[src/trc_pkg.sv]
package trc_pkg;

   typedef enum logic [5:0] {
      ST_IDLE  = 6'b000001,
      ST_CHECK = 6'b000010,
      ST_SCAN  = 6'b000100,
      ST_READ  = 6'b001000,
      ST_EXEC  = 6'b010000,
      ST_CLEAR = 6'b100000
   } state_type;

   localparam logic [1:0] CSR_LPR     = 2'd0;
   localparam logic [1:0] CSR_FILTER  = 2'd1;
   localparam logic [1:0] CSR_CNT_OFF = 2'd2;
   localparam logic [1:0] CSR_TIMEOUT = 2'd3;

   localparam logic OP_CLASSIFY = 1'b0;
   localparam logic OP_TIMEOUT  = 1'b1;

   localparam logic [16:0] IDX_CONTROL = 17'h1FFFF;

   // controller -> datapath
   typedef struct packed {
      logic load;       // capture request word
      logic sess_clear; // session change
      logic scan_rst;   // start cache scan
      logic scan_step;  // compare one entry
      logic hit_read;   // issue read of the hit entry
      logic exec;       // do the update and present the result
      logic clr_step;   // clear one valid bit
   } cmd_type;

   // datapath -> controller
   typedef struct packed {
      logic sess_diff;
      logic is_timeout;
      logic scan_done;
      logic hit;
      logic clr_done;
   } sts_type;

endpackage

[src/trc_ctrl.sv]
module trc_ctrl
   import trc_pkg::*;
(
   input  logic    clock,
   input  logic    reset,
   input  logic    start,
   input  sts_type sts,
   output logic    busy,
   output cmd_type cmd
);

   state_type state_ff, state_in;

   always_ff @(posedge clock) begin
      if (reset) begin
         state_ff <= ST_CLEAR;
      end else begin
         state_ff <= state_in;
      end
   end

   always_comb begin
      state_in = state_ff;
      cmd      = '0;
      busy     = (state_ff != ST_IDLE);
      unique case (state_ff)
         ST_IDLE: begin
            if (start) begin
               cmd.load = 1'b1;
               state_in = ST_CHECK;
            end
         end
         ST_CHECK: begin
            if (sts.sess_diff) begin
               cmd.sess_clear = 1'b1;
            end
            cmd.scan_rst = 1'b1;
            if (sts.is_timeout) begin
               state_in = ST_EXEC;
            end else begin
               state_in = ST_SCAN;
            end
         end
         ST_SCAN: begin
            cmd.scan_step = 1'b1;
            if (sts.hit) begin
               cmd.hit_read = 1'b1;
               state_in     = ST_READ;
            end else if (sts.scan_done) begin
               state_in = ST_EXEC;
            end
         end
         ST_READ: begin
            state_in = ST_EXEC;
         end
         ST_EXEC: begin
            cmd.exec = 1'b1;
            state_in = ST_IDLE;
         end
         ST_CLEAR: begin
            cmd.clr_step = 1'b1;
            if (sts.clr_done) begin
               state_in = ST_IDLE;
            end
         end
         default: begin
            state_in = ST_IDLE;
         end
      endcase
   end

endmodule

[config.mk]
export PLATFORM = sky130hd
export DESIGN_NAME = trc_ctrl
export DESIGN_NICKNAME = d
export VERILOG_FILES = /design/src/trc_pkg.sv /design/src/trc_ctrl.sv
export SDC_FILE = /design/constraint.sdc
export NUM_CORES = 1
export LEC_CHECK = 0
export BUFFER_PORTS_ARGS = -buffer_cell sky130_fd_sc_hd__buf_2
export CAP_MARGIN = 20
export CORE_AREA = 8 8 45 47
export CTS_CLUSTER_DIAMETER = 100
export CTS_CLUSTER_SIZE = 16
export DETAILED_ROUTE_END_ITERATION = 12
export DIE_AREA = 0 0 53 55
export GPL_ROUTABILITY_DRIVEN = 0
export PLACE_DENSITY_LB_ADDON = 0.1
export SLEW_MARGIN = 20
export SYNTH_ARGS = -nofsm -noshare
export SYNTH_HDL_FRONTEND = slang
export SYNTH_SLANG_ARGS = --single-unit
[constraint.sdc]
create_clock -name clock -period 1.7 [get_ports clock]
set_input_delay 0.34 -clock clock [delete_from_list [all_inputs] [get_ports clock]]
set_output_delay 0.34 -clock clock [all_outputs]
set_load 0.1 [all_outputs]
[Word level (Yosys, flattened, before mapping)]
Cells that the tools add are included.
Word-level totals
  register bits: 6
  latch bits: 0
  ROM bits: 0
  memories: 0
  output and inout port bits: 8
  bits of input ports: 8
  word-level logic and storage cells: 26
  bits in writable memories: 0
Cells by class
  reduce and logical (&&, ||, !) cells: 1
  add/sub/neg operators: 0
  divide/modulo/power cells: 0
  $mul: 0
  equality and inequality tests: 10
  muxes and demuxes: 14
  order comparisons: 0
  bitwise logic cells: 0
  shifts and indexed selects: 0
Operator list (count)
  $pmux W6 S5: 1
  $mux W6: 4
  $eq A6 B1 Y1 const B: 1
  $eq A6 B2 Y1 const B: 1
  $eq A6 B3 Y1 const B: 1
  $eq A6 B4 Y1 const B: 1
  $eq A6 B5 Y1 const B: 1
  $eq A6 B6 Y1 const B: 1
  $mux W1: 6
  $ne A6 B1 Y1 const B: 1
  $mux W5: 1
  $mux W2: 2
  $ne A2 B2 Y1 const B: 2
  $ne A3 B3 Y1 const B: 1
  $reduce_and A3 Y1: 1

[Logic depth before layout (Yosys ltp)]
Gate-level depths: netlist of the first run.
  word-level depth: 3
  gate-level depth with buffers: 3

[Worst setup path after synthesis of the first run]
No wires, ideal clock.
  path type: register to output
  start point: register state_ff[4]
  end point: output port cmd[5] (netlist name)
  data arrival time: 3.930 ns
  required time: 1.360 ns
  buffers on the path: 0
  slack: -2.570 ns
  stages on the path, launching flop included: 4
  path through: dfxtp_1 -> or4_1 -> nor3_1 -> and2_1
RTL lines
  from (decl): RTL line trc_ctrl.sv:12  | state_type state_ff, state_in;
  from (signal assigned): RTL line trc_ctrl.sv:18  | state_ff <= state_in;
  to (decl): RTL line trc_ctrl.sv:9  | output cmd_type cmd

[Worst setup path in the final report of the first run]
  start point: register state_ff[5]
  end point: output port busy
Between the ends
  word-level cells in the longest chain between the ends: 1
Ends and longest elaborated chain
  $ne A6 B1 Y1: RTL line trc_ctrl.sv:25  | busy = (state_ff != ST_IDLE);
  to (decl): RTL line trc_ctrl.sv:8  | output logic busy,
No other way between the ends.

==> results.sh, run 1 <==
export IMPL_status="finished, violations left"
export IMPL_violations="negative setup slack"
export IMPL_synth_cells=36
export IMPL_power_density_nw_per_um2=525.8
export IMPL_synth_largest_area_cell="dfxtp_1"
export IMPL_cap_violations=0
export IMPL_setup_slack_ps=-301.0
export IMPL_antenna_found_initial=0
export IMPL_synth_nets=44
export IMPL_wirelength_um=1290
export IMPL_synth_xor_area_share_pct=2.482
export IMPL_antenna_cells=0
export IMPL_grt_pass1_vias=461
export IMPL_hold_class="in2reg"
export IMPL_synth_flop_cell="dfxtp_1"
export IMPL_numCtsBuffers=3
export IMPL_p_leak_nw=0.3460
export IMPL_synthTopCellsByArea="dfxtp_1, nor4_4, nor4_1"
export IMPL_nets=81
export IMPL_via_per_inst=4.966
export IMPL_crit_fanout=2
export IMPL_synth_compound_area_share_pct=12.06
export IMPL_fin_crit_ps=2001
export IMPL_clk_pin_slew_ps=40
export IMPL_grt_max_degree=8
export IMPL_final_setup_viol_count=8
export IMPL_grt_ovfl_total=0
export IMPL_max_freq_ghz=0.4998
export IMPL_std_cell_rows=14
export IMPL_num_vias=432
export IMPL_cts_root_buf="clkbuf_4"
export IMPL_port_buffer_count=15
export IMPL_hpwl_um=991.2
export IMPL_yosys_warnings=0
export IMPL_coreArea_sq_um=1384
export IMPL_fp_dieH_um=55
export IMPL_critPathKind="reg2out"
export IMPL_area_growth_pct=144.0
export IMPL_cts_tree="built"
export IMPL_clockBufferDepth=2
export IMPL_slew_violations=0
export IMPL_vdd_drop_max_mv=0.3354
export IMPL_dp_cells=81
export IMPL_drive_gt1_share_pct=83.10
export IMPL_clock_latency_ps=240
export IMPL_drc=0
export IMPL_avgSynthCellArea_sq_um=9.801
export IMPL_fillers=122
export IMPL_multiInputGateArea_sq_um=334.1
export IMPL_yosys_area_share_simple_pct=50.35
export IMPL_synth_commonest_cells="dfxtp_1, nor4_1"
export IMPL_regMostFlops="state_ff"
export IMPL_synth_top_family_by_area="simple AND/OR/NAND/NOR gates"
export IMPL_fin_cells=87
export IMPL_largestRegisters="state_ff (6)"
export IMPL_die_x_um=53
export IMPL_regArea_sq_um=127.6
export IMPL_clock_sinks=6
export IMPL_synth_cell_types=25
export IMPL_cp_start_kind="flip-flop"
export IMPL_grt_pass1_wl_um=1973
export IMPL_critPathArrivalTime_ps=1660
export IMPL_worst_pin_slew_ps=511.9
export IMPL_first_iter_violations=7
export IMPL_period_share_pct=117.7
export IMPL_start_util_pct=25.50
export IMPL_die_area_sq_um=2915
export IMPL_cp_end_kind="output port"
export IMPL_dr_pass1_iters=3
export IMPL_finClkSkew_ps=1.532
export IMPL_finalHoldViolCount=0
export IMPL_yosysTopAreaCellShare_pct=34.04
export IMPL_synth_async_reset_ratio_pct=0
export IMPL_synth_edf_count=0
export IMPL_hold_ws_ps=298.9
export IMPL_rsz0062_at_grt="true"
export IMPL_ys_ff_latch=6
export IMPL_synthAdderAreaFrac_pct=0
export IMPL_synth_most_common_cell="dfxtp_1"
export IMPL_synthMuxAreaShare_pct=0
export IMPL_io_pins=16
export IMPL_yosysSeqAreaShare_pct=34.04
export IMPL_syn_area_sq_um=352.8
export IMPL_worst_ep_required_time_ps=1360
export IMPL_grt_usage_pct=9.190
export IMPL_wl_per_cell_um=14.83
export IMPL_largest_reg_flops=6
export IMPL_ctsHtreeMaxLevel=1
export IMPL_slew_headroom_pct=65.77
export IMPL_antenna_left=0
[metal layers]
metal	vias to the layer above	wire length, um	track usage (%)
met3	0	98	4.278
met2	12	703	17.19
met1	206	488	8.537
li1	214	-	-
met5	-	0	0
met4	0	0	3.448
[path summary, 6_finish.rpt]
check | cells past startpoint | startpoint | to | slack (ps)
min | 2 | reset | state_ff[3] | 300
max | 3 | state_ff[5] | busy | -300
min reg2reg | 3 | state_ff[0] | state_ff[3] | 700
max reg2reg | 6 | state_ff[5] | state_ff[2] | 10
[timing repair]
item / in CTS / in global routing
gates resized for setup: 17 / 8
hold endpoints to repair: 0 / 0
setup buffers: 1 / 3
pin swaps: 5 / 10
endpoints found under the setup margin: 12 / 12
hold buffers: 0 / 0
[layout make-up]
class | instances | share of cell area, %
Clock buffer | 3 | 2.616
Inverter | 1 | 0.4360
Multi-Input combinational cell | 29 | 38.81
Sequential cell | 6 | 14.83
Tap cell | 16 | 2.326
Timing Repair Buffer | 32 | 40.99
[placed cells by master (no fill, tap or decap), drive strengths merged]
cell    Yosys  routed
buf         0      32
nand4b      1       1
nor2        2       2
a31o        1       1
inv         1       1
nand2       1       1
or4         3       3
o32ai       1       1
a211oi      1       1
nand2b      1       1
o21ba       1       1
nor3        2       2
o21bai      1       1
and2        2       2
clkbuf      0       3
and3        1       1
nor4        4       4
or3b        1       1
xnor2       1       1
nor2b       1       1
nor3b       3       3
nor4b       1       1
dfxtp       6       6
[report_power, final]
group          switching (mW)  internal, mW  leakage (nW)
logic                  0.0938        0.0837         0.281
registers             0.00416         0.147        0.0512
clock network          0.0442        0.0794        0.0138
total                   0.142         0.311         0.346
[cell families (layout without fill, tap and decap cells)]
| kind of cell | Yosys count | count (layout) |
|---|---|---|
| AO/OA/AOI/OAI | 5 | 5 |
| XOR/XNOR | 1 | 1 |
| buffers and inverters | 1 | 36 |
| AND/OR/NAND/NOR | 23 | 23 |
| flip-flops | 6 | 6 |
[critical path: stages (launching register included)]
cell	delay, ps
dfxtp_2	310
or4_4	530
or3b_4	400
buf_12	180
[per-stage QoR]
stage / instance area (sq um) / total power [mW] / util [%] / setup TNS [ps] / setup WS (ps)
finish: 860.8 / 0.4526 / 62.21 / -1873 / -301.0
floorplan: 405.4 / 0.2403 / - / -3760 / -838.1
detailed placement: 710.7 / 0.3012 / 51.36 / -559.9 / -149.9
global placement: 710.7 / 0.2984 / 51.36 / -357.1 / -129.5
global route: 860.8 / 0.4784 / 62.21 / -2464 / -356.4
CTS: 808.3 / 0.4479 / 58.41 / -2209 / -334.2
Note: power is estimated with default switching activity, not from simulation.
==> run 2, diff against run 1 <==
--- a/config.mk
+++ b/config.mk
@@ -7,13 +7,14 @@
 export LEC_CHECK = 0
 export BUFFER_PORTS_ARGS = -buffer_cell sky130_fd_sc_hd__buf_2
 export CAP_MARGIN = 20
-export CORE_AREA = 8 8 45 47
+export CORE_AREA = 2 2 39 41
 export CTS_CLUSTER_DIAMETER = 100
 export CTS_CLUSTER_SIZE = 16
 export DETAILED_ROUTE_END_ITERATION = 12
-export DIE_AREA = 0 0 53 55
+export DIE_AREA = 0 0 41 43
 export GPL_ROUTABILITY_DRIVEN = 0
 export PLACE_DENSITY_LB_ADDON = 0.1
+export SETUP_SLACK_MARGIN = 0.05
 export SLEW_MARGIN = 20
 export SYNTH_ARGS = -nofsm -noshare
 export SYNTH_HDL_FRONTEND = slang
==> results.sh, run 2 (same netlist as run 1, synthesis figures left out) <==
export IMPL_status="finished, violations left"
export IMPL_violations="negative setup slack"
export IMPL_coreArea_sq_um=1384
export IMPL_cp_buffers_inverters=1
export IMPL_die_area_sq_um=1763
export IMPL_p_leak_nw=0.3576
export IMPL_cp_end_kind="output port"
export IMPL_cpPeakStageDelay_ps=550
export IMPL_cap_violations=0
export IMPL_hold_class="in2reg"
export IMPL_grt_usage_pct=15.51
export IMPL_wirelength_um=1119
export IMPL_via_per_inst=4.932
export IMPL_max_freq_ghz=0.4973
export IMPL_hold_ws_ps=305.8
export IMPL_first_iter_violations=1
export IMPL_layout_common_cells="buf_4, buf_12, buf_6"
export IMPL_final_setup_viol_count=10
export IMPL_slew_headroom_pct=76.73
export IMPL_cts_root_buf="clkbuf_4"
export IMPL_clock_sinks=6
export IMPL_largestRegisters="state_ff (6)"
export IMPL_antenna_cells=0
export IMPL_reg2reg_from="state_ff[1]"
export IMPL_dp_worst_setup_slack_ps=-163.1
export IMPL_ctsHtreeMaxLevel=1
export IMPL_dr_pass1_iters=2
export IMPL_rsz0062_at_grt="true"
export IMPL_grt_max_degree=8
export IMPL_clock_latency_ps=230
export IMPL_period_share_pct=118.3
export IMPL_drc=0
export IMPL_multiInputGateArea_sq_um=305.3
export IMPL_crit_chain="or4_4, nor3_4, and2_4, buf_12"
export IMPL_final_common_cell="buf_4"
export IMPL_slew_violations=0
export IMPL_crit_end="cmd[5]"
export IMPL_critPathArrivalTime_ps=1670
export IMPL_cts_tree="built"
export IMPL_crit_fanout=4
export IMPL_drive_gt1_share_pct=80.56
export IMPL_cp_startpoint="state_ff[3]"
export IMPL_cp_depth=4
export IMPL_setup_slack_ps=-311.0
export IMPL_nets=82
export IMPL_slowest_stage="or4_4"
export IMPL_worst_pin_slew_ps=346.5
export IMPL_grt_ovfl_total=0
export IMPL_antenna_found_initial=0
export IMPL_die_x_um=41
export IMPL_hpwl_um=868.8
export IMPL_regMostFlops="state_ff"
export IMPL_io_pins=16
export IMPL_ff2ff_setup_slack_ps=-20
export IMPL_fp_dieH_um=43
export IMPL_cp_start_kind="flip-flop"
export IMPL_worst_ep_required_time_ps=1360
export IMPL_fin_crit_ps=2011
export IMPL_grt_pass1_vias=475
export IMPL_hold_buffers=0
export IMPL_reg2regPathDepth=5
export IMPL_reg2reg_to="state_ff[0]"
export IMPL_start_util_pct=25.50
export IMPL_clockBufferDepth=2
export IMPL_grt_pass1_wl_um=1911
export IMPL_antenna_left=0
export IMPL_area_growth_pct=138.7
export IMPL_wl_per_cell_um=12.72
export IMPL_largest_reg_flops=6
export IMPL_fillers=112
export IMPL_finClkSkew_ps=1.436
export IMPL_clk_pin_slew_ps=40
export IMPL_std_cell_rows=14
export IMPL_vdd_drop_max_mv=0.4053
export IMPL_numCtsBuffers=3
export IMPL_critPathTopFamily="simple AND/OR/NAND/NOR gates"
export IMPL_finalHoldViolCount=0
export IMPL_num_vias=434
export IMPL_port_buffer_count=15
export IMPL_power_density_nw_per_um2=532.2
export IMPL_critPathKind="reg2out"
export IMPL_regArea_sq_um=130.1
run 2: final cells by class:
cell class | count | share of cell area, %
Sequential cell | 6 | 15.45
Inverter | 1 | 0.4458
Tap cell | 16 | 2.377
Multi-Input combinational cell | 29 | 36.26
Timing Repair Buffer | 33 | 42.79
Clock buffer | 3 | 2.675
run 2: power breakdown:
group | internal, mW | total [mW] | switching (mW) | leakage (nW)
logic | 0.0839 | 0.176 | 0.0922 | 0.292
clock network | 0.0793 | 0.122 | 0.0425 | 0.0138
registers | 0.146 | 0.150 | 0.00437 | 0.0515
total | 0.309 | 0.448 | 0.139 | 0.358
run 2: how the worst min path moves through the flow:
stage	startpoint	endpoint	slack, ps	cells after the start
4_1_cts	reset	state_ff[3]	290	2
2_1_floorplan	reset	state_ff[3]	410	1
3_3_place_gp	reset	state_ff[3]	540	2
5_1_grt	reset	state_ff[3]	310	2
3_5_place_dp	reset	state_ff[3]	540	2
6_report	reset	state_ff[3]	310	2
run 2: per-layer routing:
metal,GRT usage [%],part of all wire [%],vias up
li1,-,-,215
met1,17.86,40,207
met2,27.19,55,12
met3,3.141,4.3,0
met4,4.000,0,0
met5,0,0,-
run 2: stage by stage:
step	power, mW	instances	utilization (%)	area (sq um)	TNS (ps)
after floorplan	0.2403	36	-	405.4	-3760
after global placement	0.2979	81	51.36	710.7	-333.7
after detailed placement	0.3002	81	51.36	710.7	-495.5
after CTS	0.4483	85	58.68	812.0	-2105
after global routing	0.4712	88	60.85	842.1	-2572
final	0.4481	88	60.85	842.1	-1991
run 2: what timing repair did:
| item | 4_1_cts | 5_1_grt |
|---|---|---|
| gates resized for setup | 19 | 3 |
| setup buffers | 2 | 4 |
| pin swaps | 5 | 10 |
| setup endpoints to repair | 12 | 12 |
| cloned | 0 | 0 |
==> run 3, diff against run 2 <==
--- a/config.mk
+++ b/config.mk
@@ -5,7 +5,7 @@
 export SDC_FILE = /design/constraint.sdc
 export NUM_CORES = 1
 export LEC_CHECK = 0
-export BUFFER_PORTS_ARGS = -buffer_cell sky130_fd_sc_hd__buf_2
+export BUFFER_PORTS_ARGS = -buffer_cell sky130_fd_sc_hd__clkbuf_2
 export CAP_MARGIN = 20
 export CORE_AREA = 2 2 39 41
 export CTS_CLUSTER_DIAMETER = 100
==> constraint.sdc (replaced) <==
create_clock -name clock -period 1.7 [get_ports clock]
set_input_delay 0.085 -clock clock [delete_from_list [all_inputs] [get_ports clock]]
set_output_delay 0.085 -clock clock [all_outputs]
set_load 0.1 [all_outputs]
==> results.sh, run 3 (same netlist as run 1, synthesis figures left out) <==
export IMPL_ctsHtreeMaxLevel=1
export IMPL_vdd_drop_max_mv=0.3581
export IMPL_wirelength_um=953
export IMPL_coreArea_sq_um=1384
export IMPL_largestRegisters="state_ff (6)"
export IMPL_power_uw=427.3
export IMPL_cp_startpoint="state_ff[5]"
export IMPL_p_leak_nw=0.2938
export IMPL_drc=0
export IMPL_grt_ovfl_total=0
export IMPL_cp_start_kind="flip-flop"
export IMPL_dr_pass1_iters=4
export IMPL_crit_fanout=3
export IMPL_regArea_sq_um=128.9
export IMPL_antenna_left=0
export IMPL_power_density_nw_per_um2=595.0
export IMPL_clockBufferDepth=2
export IMPL_hold_buffers=0
export IMPL_utilization_pct=51.90
export IMPL_cp_end_kind="output port"
export IMPL_drive_gt1_share_pct=70.97
export IMPL_grt_pass1_wl_um=1400
export IMPL_max_freq_ghz=0.5693
export IMPL_worst_pin_slew_ps=438.1
export IMPL_antenna_found_initial=0
export IMPL_clock_sinks=6
export IMPL_clock_latency_ps=240
export IMPL_design_area_sq_um=718.2
export IMPL_swShare_pct=32.47
export IMPL_wl_met3_um=41
export IMPL_cpPeakStageDelay_ps=530
export IMPL_regMostFlops="state_ff"
export IMPL_numCtsBuffers=3
export IMPL_final_common_cell="buf_12"
export IMPL_grt_usage_pct=12.00
export IMPL_io_pins=16
export IMPL_fp_dieH_um=43
export IMPL_violations="negative setup slack"
export IMPL_finalHoldViolCount=0
export IMPL_first_iter_violations=1
export IMPL_period_share_pct=103.3
export IMPL_top_layer="met4"
export IMPL_rsz0062_at_grt="true"
export IMPL_multiInputGateArea_sq_um=280.3
export IMPL_switchingPower_uw=138.7
export IMPL_die_area_sq_um=1763
export IMPL_slew_violations=0
export IMPL_wl_per_cell_um=12.22
export IMPL_setup_slack_ps=-56.42
export IMPL_antenna_cells=0
export IMPL_layout_common_cells="buf_12, clkbuf_2, buf_4"
export IMPL_num_vias=378
export IMPL_clockPowerShare_pct=30.6
export IMPL_cap_violations=0
export IMPL_die_x_um=41
export IMPL_critPathArrivalTime_ps=1670
export IMPL_min_from="reset"
export IMPL_std_cell_rows=14
export IMPL_hpwl_um=710.7
export IMPL_pwr_share_seq_pct=35.7
export IMPL_nets=72
export IMPL_slowest_stage="or4_4"
export IMPL_pwr_share_comb_pct=33.7
export IMPL_grt_max_degree=8
export IMPL_port_buffer_count=15
export IMPL_largest_reg_flops=6
export IMPL_area_growth_pct=103.5
export IMPL_clk_pin_slew_ps=40
export IMPL_crit_chain="or4_4, or3b_4, buf_12"
export IMPL_hold_class="in2reg"
export IMPL_worst_ep_required_time_ps=1620
export IMPL_final_setup_viol_count=5
export IMPL_fillers=134
export IMPL_p_int_uw=288.6
export IMPL_grt_pass1_vias=332
export IMPL_slew_headroom_pct=70.53
export IMPL_hold_ws_ps=39.58
export IMPL_routedLengthMet1_um=366
export IMPL_cts_tree="built"
export IMPL_fin_crit_ps=1756
export IMPL_cp_buffers_inverters=1
export IMPL_via_per_inst=4.846
export IMPL_reg2reg_from="state_ff[5]"
export IMPL_critPathTopFamily="simple AND/OR/NAND/NOR gates"
export IMPL_finClkSkew_ps=1.581
export IMPL_status="finished, violations left"
export IMPL_start_util_pct=25.50
export IMPL_wl_met2_um=519
export IMPL_critPathKind="reg2out"
export IMPL_postPlaceCellArea_sq_um=634.4
export IMPL_cts_root_buf="clkbuf_4"
## run 3: per-layer routing
| metal | track usage, % | vias up |
|---|---|---|
| met4 | 10.00 | 0 |
| met3 | 1.571 | 2 |
| met5 | 0 | - |
| met1 | 14.66 | 167 |
| met2 | 17.50 | 13 |
| li1 | - | 196 |
## run 3: cell type report
type	instances	area share, %
multi-input combinational	29	39.02
tap	16	2.787
clock buffer	3	3.136
timing repair buffer	23	36.59
sequential	6	17.94
inverter	1	0.5226
## run 3: what timing repair did
item,in CTS,in global routing
gates resized for setup,5,1
gates cloned,0,0
setup buffers,5,1
pin swaps,6,5
setup endpoints to repair,6,8
## run 3: through the flow
step	setup TNS, ps	std cells	setup WS, ps
6_report	-150.1	78	-56.42
3_3_place_gp	0	69	150.3
2_1_floorplan	-2238	36	-583.1
5_1_grt	-506.8	78	-103.9
3_5_place_dp	0	69	106.0
4_1_cts	-277.0	77	-69.01
## run 3: worst paths after layout
| kind | end | slack [ps] | cells after the start |
|---|---|---|---|
| worst max-delay path | busy | -60 | 3 |
| worst min-delay path | state_ff[3] | 40 | 2 |
| worst max register to register | state_ff[4] | 30 | 4 |
| worst min register to register | state_ff[0] | 690 | 3 |
## run 3: power groups by stage
stage          sequential [mW]  clock, mW  combinational (mW)
6_report                 0.153      0.131               0.144
2_1_floorplan            0.157          0              0.0824
4_1_cts                  0.153      0.137               0.141
5_1_grt                  0.153      0.143               0.150
3_3_place_gp             0.157          0               0.131
3_5_place_dp             0.156          0               0.133
